### src/hw/rtl/rdh_pkg.sv
// Shared types and constants of the reuse distance histogram.
// Holds the item token that travels along the recency stack chain and the result record.
// No dependencies.
`default_nettype none

package rdh_pkg;

    localparam int LINE_W      = 64;
    localparam int CMD_W       = 2;
    localparam int SEL_W       = 8;
    localparam int DIST_W      = 8;
    localparam int OUT_COUNT_W = 48;
    localparam int SHIFT_W     = 4;
    localparam int CFG_IDX_W   = 8;
    localparam int CFG_DATA_W  = 8;

    localparam logic [CMD_W-1:0] CMD_ACCESS = 2'd0;
    localparam logic [CMD_W-1:0] CMD_MARKER = 2'd1;
    localparam logic [CMD_W-1:0] CMD_READ   = 2'd2;

    localparam logic [CFG_IDX_W-1:0] CFG_LINE_SHIFT  = 8'd0;
    localparam logic [CFG_IDX_W-1:0] CFG_WAIT_MARKER = 8'd1;

    localparam logic [SHIFT_W-1:0]     LINE_SHIFT_RESET = 4'd6;
    localparam logic [DIST_W-1:0]      DIST_MAX         = 8'hFF;
    localparam logic [OUT_COUNT_W-1:0] OUT_COUNT_MAX    = {OUT_COUNT_W{1'b1}};

    // What an item asks of the histogram once it leaves the stack chain.
    typedef enum logic [1:0] {
        OP_NONE   = 2'd0,
        OP_ACCESS = 2'd1,
        OP_READ   = 2'd2
    } t_op;

    // Token handed from cell to cell. The carry is the entry displaced so far.
    typedef struct packed {
        logic              vld;
        t_op               op;
        logic [LINE_W-1:0] key;
        logic [LINE_W-1:0] cline;
        logic              cvld;
        logic              hit;
        logic [SEL_W-1:0]  sel;
    } t_tok;

    typedef struct packed {
        logic                   counted;
        logic [DIST_W-1:0]      distance;
        logic [OUT_COUNT_W-1:0] count;
    } t_res;

endpackage

`default_nettype wire

### src/hw/rtl/rdh_cell.sv
// One entry of the recency stack with its stage of the token pipeline.
// Depends on rdh_pkg for the token type.
`default_nettype none

module rdh_cell
    import rdh_pkg::*;
#(
    parameter int INDEX = 0,
    parameter int BIN_W = 8
) (
    input  wire logic             i_clk,
    input  wire logic             i_rst_n,
    input  wire logic             i_adv,
    input  wire t_tok             i_tok,
    input  wire logic [BIN_W-1:0] i_pos,
    output t_tok                  o_tok,
    output logic [BIN_W-1:0]      o_pos
);

    logic [LINE_W-1:0] r_line;
    logic              r_valid;
    t_tok              r_tok;
    logic [BIN_W-1:0]  r_pos;

    t_tok              n_tok;
    logic [BIN_W-1:0]  n_pos;
    logic              w_touch;
    logic              w_match;

    // An access that has not yet found its line swaps the carry into this entry.
    assign w_touch = i_tok.vld && (i_tok.op == OP_ACCESS) && !i_tok.hit;
    assign w_match = w_touch && r_valid && (r_line == i_tok.key);

    always_comb begin
        n_tok = i_tok;
        n_pos = i_pos;
        if (w_match) begin
            n_tok.hit = 1'b1;
            n_pos     = BIN_W'(INDEX);
        end else if (w_touch) begin
            n_tok.cline = r_line;
            n_tok.cvld  = r_valid;
        end
    end

    always_ff @(posedge i_clk) begin
        if (!i_rst_n) begin
            r_valid   <= 1'b0;
            r_tok.vld <= 1'b0;
        end else if (i_adv) begin
            r_tok <= n_tok;
            r_pos <= n_pos;
            if (w_touch) begin
                r_valid <= i_tok.cvld;
            end
        end
    end

    always_ff @(posedge i_clk) begin
        if (i_adv && w_touch) begin
            r_line <= i_tok.cline;
        end
    end

    assign o_tok = r_tok;
    assign o_pos = r_pos;

endmodule

`default_nettype wire

### config.mk
export PLATFORM = sky130hd
export DESIGN_NAME = rdh_cell
export DESIGN_NICKNAME = d
export VERILOG_FILES = /design/src/hw/rtl/rdh_pkg.sv /design/src/hw/rtl/rdh_cell.sv
export SDC_FILE = /design/constraint.sdc
export NUM_CORES = 1
export LEC_CHECK = 0
export ABC_AREA = 1
export BUFFER_PORTS_ARGS = -buffer_cell sky130_fd_sc_hd__buf_2
export CORE_AREA = 3 3 159 161
export DETAILED_ROUTE_END_ITERATION = 8
export DIE_AREA = 0 0 162 164
export GPL_TIMING_DRIVEN = 0
export HOLD_SLACK_MARGIN = 0.12
export PLACE_DENSITY = 0.67
export SKIP_CTS_REPAIR_TIMING = 1
export SYNTH_ARGS = -nofsm -noshare
export SYNTH_HDL_FRONTEND = slang
export SYNTH_SLANG_ARGS = --single-unit
export TNS_END_PERCENT = 10
### constraint.sdc
create_clock -name i_clk -period 4.95 [get_ports i_clk]
set_input_delay 0.7425 -clock i_clk [delete_from_list [all_inputs] [get_ports i_clk]]
set_output_delay 0.7425 -clock i_clk [all_outputs]
set_load 0.005 [all_outputs]
==> results.yml, run 1 <==
timing:
  hold_viol: 0
  setup_tns_ns: 0
  max_slew_margin_pct: 47.75
  finClkSkew_ns: 0.01339
  rsz0062_at_grt: "no"
  period_share_pct: 52.84
  setup_slack_ns: 2.335
  worstMarginPinSlew_ns: 0.7820
  drv_slew: 0
  fin_crit_ns: 2.615
  setup_viol: 0
  timing.fmax_mhz: 382.3
worst_hold_path:
  min_path_type: "in -> reg"
  whs_path_depth: 1
placed_design:
  place_hpwl_um: 19100
  portBuffers: 300
  place_congestion: 0.8147
  pre_cts_slack_ns: 1.779
layout:
  nNetsFinal: 1415
  drive_gt1_share_pct: 29.77
  final_common_cell: "nand2_1"
  final_cell_mix: "nand2_1 (395), buf_2 (318), edfxtp_1 (212)"
  syn2layout_area_growth_pct: 29.62
power_and_ir_drop:
  p_per_area_mw_per_mm2: 346.9
  p_leak_nw: 5.844
  ir_drop_mv: 0.2282
  p_total_mw: 4.292
global_route:
  grt_use_total_pct: 19.24
  busiest_layer: "met2"
  use_met3_pct: 3.783
  antenna_found_initial: 6
  met2_usage_pct: 32.79
  met1_usage_pct: 25.03
  grt_overflow_total: 0
  grt_pass1_wl_um: 39920
  grt_max_degree: 95
  grt_pass1_vias: 7388
yosys:
  synthCells: 933
  syn_nets: 1085
  ys_seq_area_share_pct: 67.11
  netlist_area_mm2: 0.009545
  synthDistinctLibCells: 17
  ys_ff_latch: 214
  yosysWarningCount: 0
  synth_area_per_cell_um2: 10.23
clock_tree:
  numCtsBuffers: 25
  clock_latency_ns: 0.52
  ctsHtreeMaxLevel: 1
  cts_sinks: 214
  cts_root_buf: "clkbuf_16"
  cts.clk_slew.worst_paths_ns: 0.06
  cts.path.max_buffers: 3
  cts_tree: "yes"
route:
  drc: 0
  wirelength_um: 26540
  firstDrtPassIters: 5
  vias: 7627
  postRouteAntennaNets: 0
  avgRoutedWirePerCell_um: 16.50
  vias_per_cell: 4.743
  drtIter0Drc: 658
floorplan:
  die-area_mm2: 0.02657
  die_h_um: 164
  coreArea_mm2: 0.02411
  start_util_pct: 39.60
  rows: 57
  boundaryPins: 301
  die_w_um: 162
setup_path:
  cp_max_fo: 25
  crit_chain: "buf_2 > nor2_1 > and3_1 > buf_2 > inv_2 > buf_2 > buf_4 > nor2_4 > buf_12 > buf_16"
  rr_worst_depth: 9
  crit_path_end_kind: "register"
  slowest_stage: "nor2_4"
  crit_path_frequent_cell: "buf_2"
  arrival_ns: 2.83
  critical_path_class: "in -> reg"
  worstPathRequired_ns: 5.16
  start_kind: "primary input"
  max_stage_delay_ns: 0.61
outcome:
  status: "finished, final reports clean"
job:
  cap_viol_max_count: 0
==> synth_stat cells <==
| cell | number | area [um2] |
|---|---|---|
| nand2_1 | 395 | 1483 |
| buf_4 | 9 | 67.56 |
| o21ai_0 | 45 | 225.2 |
| buf_2 | 18 | 90.09 |
| buf_6 | 6 | 67.56 |
| nand3_1 | 1 | 5.000 |
| nand4_1 | 65 | 406.6 |
| edfxtp_1 | 212 | 6366 |
| inv_1 | 97 | 364.1 |
| dfxtp_1 | 2 | 40.04 |
| nor2_2 | 2 | 12.51 |
| xor2_1 | 22 | 192.7 |
| nor2_1 | 45 | 168.9 |
| inv_2 | 1 | 3.750 |
| and3_1 | 1 | 6.260 |
| a21oi_1 | 1 | 5.000 |
| clkbuf_1 | 11 | 41.29 |
==> layer usage <==
layer | share of wire [%] | vias to the layer above | routed length [um]
li1 | - | 3757 | -
met1 | 42 | 3540 | 11200
met2 | 49 | 277 | 12920
met3 | 6.7 | 49 | 1781
met4 | 2.3 | 4 | 610
met5 | 0.10 | - | 27
==> power by group <==
part | leakage, nW | total (mW) | internal [mW] | switching, mW
Sequential | 1.98 | 2.11 | 2.09 | 0.0201
Clock | 0.414 | 1.85 | 1.13 | 0.720
Combinational | 3.45 | 0.333 | 0.140 | 0.193
Total | 5.84 | 4.29 | 3.36 | 0.933
==> stage by stage <==
step | instances | hold WS [ns] | util (%) | area [um2]
CTS | 1604 | 0.3844 | 51.29 | 12360
floorplan | 933 | 0.4978 | - | 9545
global route | 1608 | 0.3823 | 51.33 | 12370
global placement | 1557 | 0.4894 | 47.51 | 11450
finish | 1608 | 0.4035 | 51.33 | 12370
detailed placement | 1560 | 0.5251 | 47.87 | 11540
==> final cells by class <==
type	count	area, um2
clock buffer	27	633.1
timing repair buffer	303	1577
tap	324	405.4
multi-input combinational	577	2512
sequential	214	6406
buffer	44	266.5
clock inverter	17	190.2
antenna	4	10.01
inverter	98	372.9
fill	2214	11730
==> kinds of logic (layout without fill, tap and decap cells) <==
logic type / after synthesis / in the layout / share of synthesized area, %
XOR/XNOR: 22 / 22 / 2.019
flip-flops: 214 / 214 / 67.11
buffers and inverters: 142 / 489 / 6.646
AO/OA/AOI/OAI: 46 / 46 / 2.412
AND/OR/NAND/NOR: 509 / 509 / 21.81
other: 0 / 4 / 0
==> state kept, by name, indices dropped and copies added (netlist names) <==
name and count:
o_pos 8, r_valid 1, o_tok 141, r_line 64
==> worst max-delay path, delay by kind of cell <==
kind	cells	cell delay, ns
buffers and inverters	7	1.24
AND/OR/NAND/NOR	3	0.82
==> path summary, 6_finish.rpt <==
| kind | from | endpoint | slack, ns |
|---|---|---|---|
| max | i_tok[8] | r_line[35]$_DFFE_PP_ | 2.33 |
| min | i_tok[3] | o_tok[3]$_DFFE_PP_ | 0.40 |
| max reg2reg | r_line[44]$_DFFE_PP_ | o_tok[20]$_DFFE_PP_ | 2.82 |
| min reg2reg | o_tok[140]$_SDFFE_PN0P_ | o_tok[140]$_SDFFE_PN0P_ | 0.55 |
Note: power is estimated with default switching activity, not from simulation.
==> run 2, diff against run 1 <==
PLACE_DENSITY = not set   (was 0.67)
clock period = 2.6 ns   (was 4.95 ns; I/O delays follow)
==> results.yml, run 2 (synthesis gave the netlist of run 1 again) <==
global_route:
  met2_usage_pct: 34.58
  grt_overflow_total: 0
  grt_use_total_pct: 19.81
  use_met3_pct: 3.884
  busiest_layer: "met2"
  grt_pass1_vias: 7366
  antenna_found_initial: 0
  grt_pass1_wl_um: 40760
  grt_max_degree: 46
  met1_usage_pct: 24.93
timing:
  drv_slew: 0
  rsz0062_at_grt: "no"
  max_slew_margin_pct: 52.24
  setup_viol: 0
  timing.fmax_mhz: 422.6
  worstMarginPinSlew_ns: 0.7148
  setup_tns_ns: 0
  setup_slack_ns: 0.2335
  period_share_pct: 91.02
  hold_viol: 0
  fin_crit_ns: 2.366
  finClkSkew_ns: 0.01641
route:
  vias_per_cell: 4.646
  drtIter0Drc: 526
  postRouteAntennaNets: 0
  vias: 8121
  firstDrtPassIters: 7
  wirelength_um: 28940
  drc: 0
  avgRoutedWirePerCell_um: 16.55
worst_hold_path:
  min_path_type: "in -> reg"
  worstHoldStart: "i_pos[0]"
setup_path:
  arrival_ns: 2.74
  startpoint: "i_tok[99]"
  worstPathRequired_ns: 2.97
  crit_path_end_kind: "register"
  cp_max_fo: 10
  rr_startpoint: "r_line[24]$_DFFE_PP_"
  start_kind: "primary input"
  critical_path_class: "in -> reg"
power_and_ir_drop:
  p_per_area_mw_per_mm2: 592.7
  p_leak_nw: 6.424
  ir_drop_mv: 0.4224
  p_total_mw: 8.167
clock_tree:
  cts_tree: "yes"
  ctsHtreeMaxLevel: 1
  cts_sinks: 214
  cts_root_buf: "clkbuf_16"
  cts.clk_slew.worst_paths_ns: 0.06
  cts.path.max_buffers: 3
  numCtsBuffers: 24
  clock_latency_ns: 0.52
layout:
  drive_gt1_share_pct: 26.69
  syn2layout_area_growth_pct: 44.36
  final_cell_mix: "nand2_1 (395), buf_2 (318), edfxtp_1 (212)"
  fillers: 2113
  largest_reg_flops: 141
  finalNonFillerCells: 1748
  diodes: 0
  nNetsFinal: 1558
  final_common_cell: "nand2_1"
  fin_util_pct: 57.16
floorplan:
  rows: 57
  die-area_mm2: 0.02657
  die_h_um: 164
  boundaryPins: 301
  die_w_um: 162
  start_util_pct: 39.60
  coreArea_mm2: 0.02411
placed_design:
  pre_cts_slack_ns: -0.07867
  place_hpwl_um: 19920
  portBuffers: 300
  placedCellCount: 1563
  place_congestion: 0.7928
job:
  cap_viol_max_count: 0
outcome:
  status: "finished, final reports clean"
run 2: cell types whose count changed in the layout (fill, tap and decap cells not counted), moves of 2 or more:
cell           previous run  this run
clkbuf_8                  0         2
clkinv_2                  9         7
diode_2                   4         0
bufinv_16                 4         2
clkinv_4                  2         0
clkbuf_1                 13        16
buf_12                    1         4
dlygate4sd3_1             0       141
run 2: report_power, final:
group          total, mW  switching (mW)  internal [mW]
Combinational      0.825           0.410          0.415
Clock               3.32            1.37           1.95
Sequential          4.02          0.0404           3.98
run 2: final cells by class:
class                      instances  area, um2  share of cell area, %
buffer                            44      266.5                  1.934
clock buffer                      31      646.9                  4.694
clock inverter                    13      122.6                 0.8899
inverter                          98      371.6                  2.697
multi-input combinational        577       2512                  18.23
sequential                       214       6406                  46.49
tap                              324      405.4                  2.942
timing repair buffer             447       3048                  22.12
run 2: critical path: stages:
cell and delay, ns:
dlygate4sd3_1 0.52, buf_2 0.12, inv_1 0.04, nand2_1 0.05, nand2_1 0.06, nor2_1 0.12
nand2_1 0.08, nor2_1 0.33, nand2_1 0.12, nor2_2 0.16, clkbuf_1 0.45, nand4_1 0.16
nand2_1 0.13
run 2: layer usage:
metal	part of all wire, %	up-vias
li1	-	4034
met1	42	3777
met2	50	265
met3	6.0	45
met4	2.6	0
met5	0	-
run 2: metrics by stage:
step	cell area, um2	hold WS, ns
after detailed placement	11600	0.5236
after global routing	13780	0.1250
after CTS	12370	0.01252
final	13780	0.1243
after floorplan	9557	0.4889
after global placement	11460	0.4923
run 2: path summary, 6_finish.rpt:
kind,to,slack [ns],depth (start not counted)
worst max register to register,o_tok[11]$_DFFE_PP_,0.34,10
worst min-delay path,o_pos[0]$_SDFFCE_PP0P_,0.12,3
worst min register to register,o_tok[140]$_SDFFE_PN0P_,0.54,2
worst max-delay path,o_tok[11]$_DFFE_PP_,0.23,13
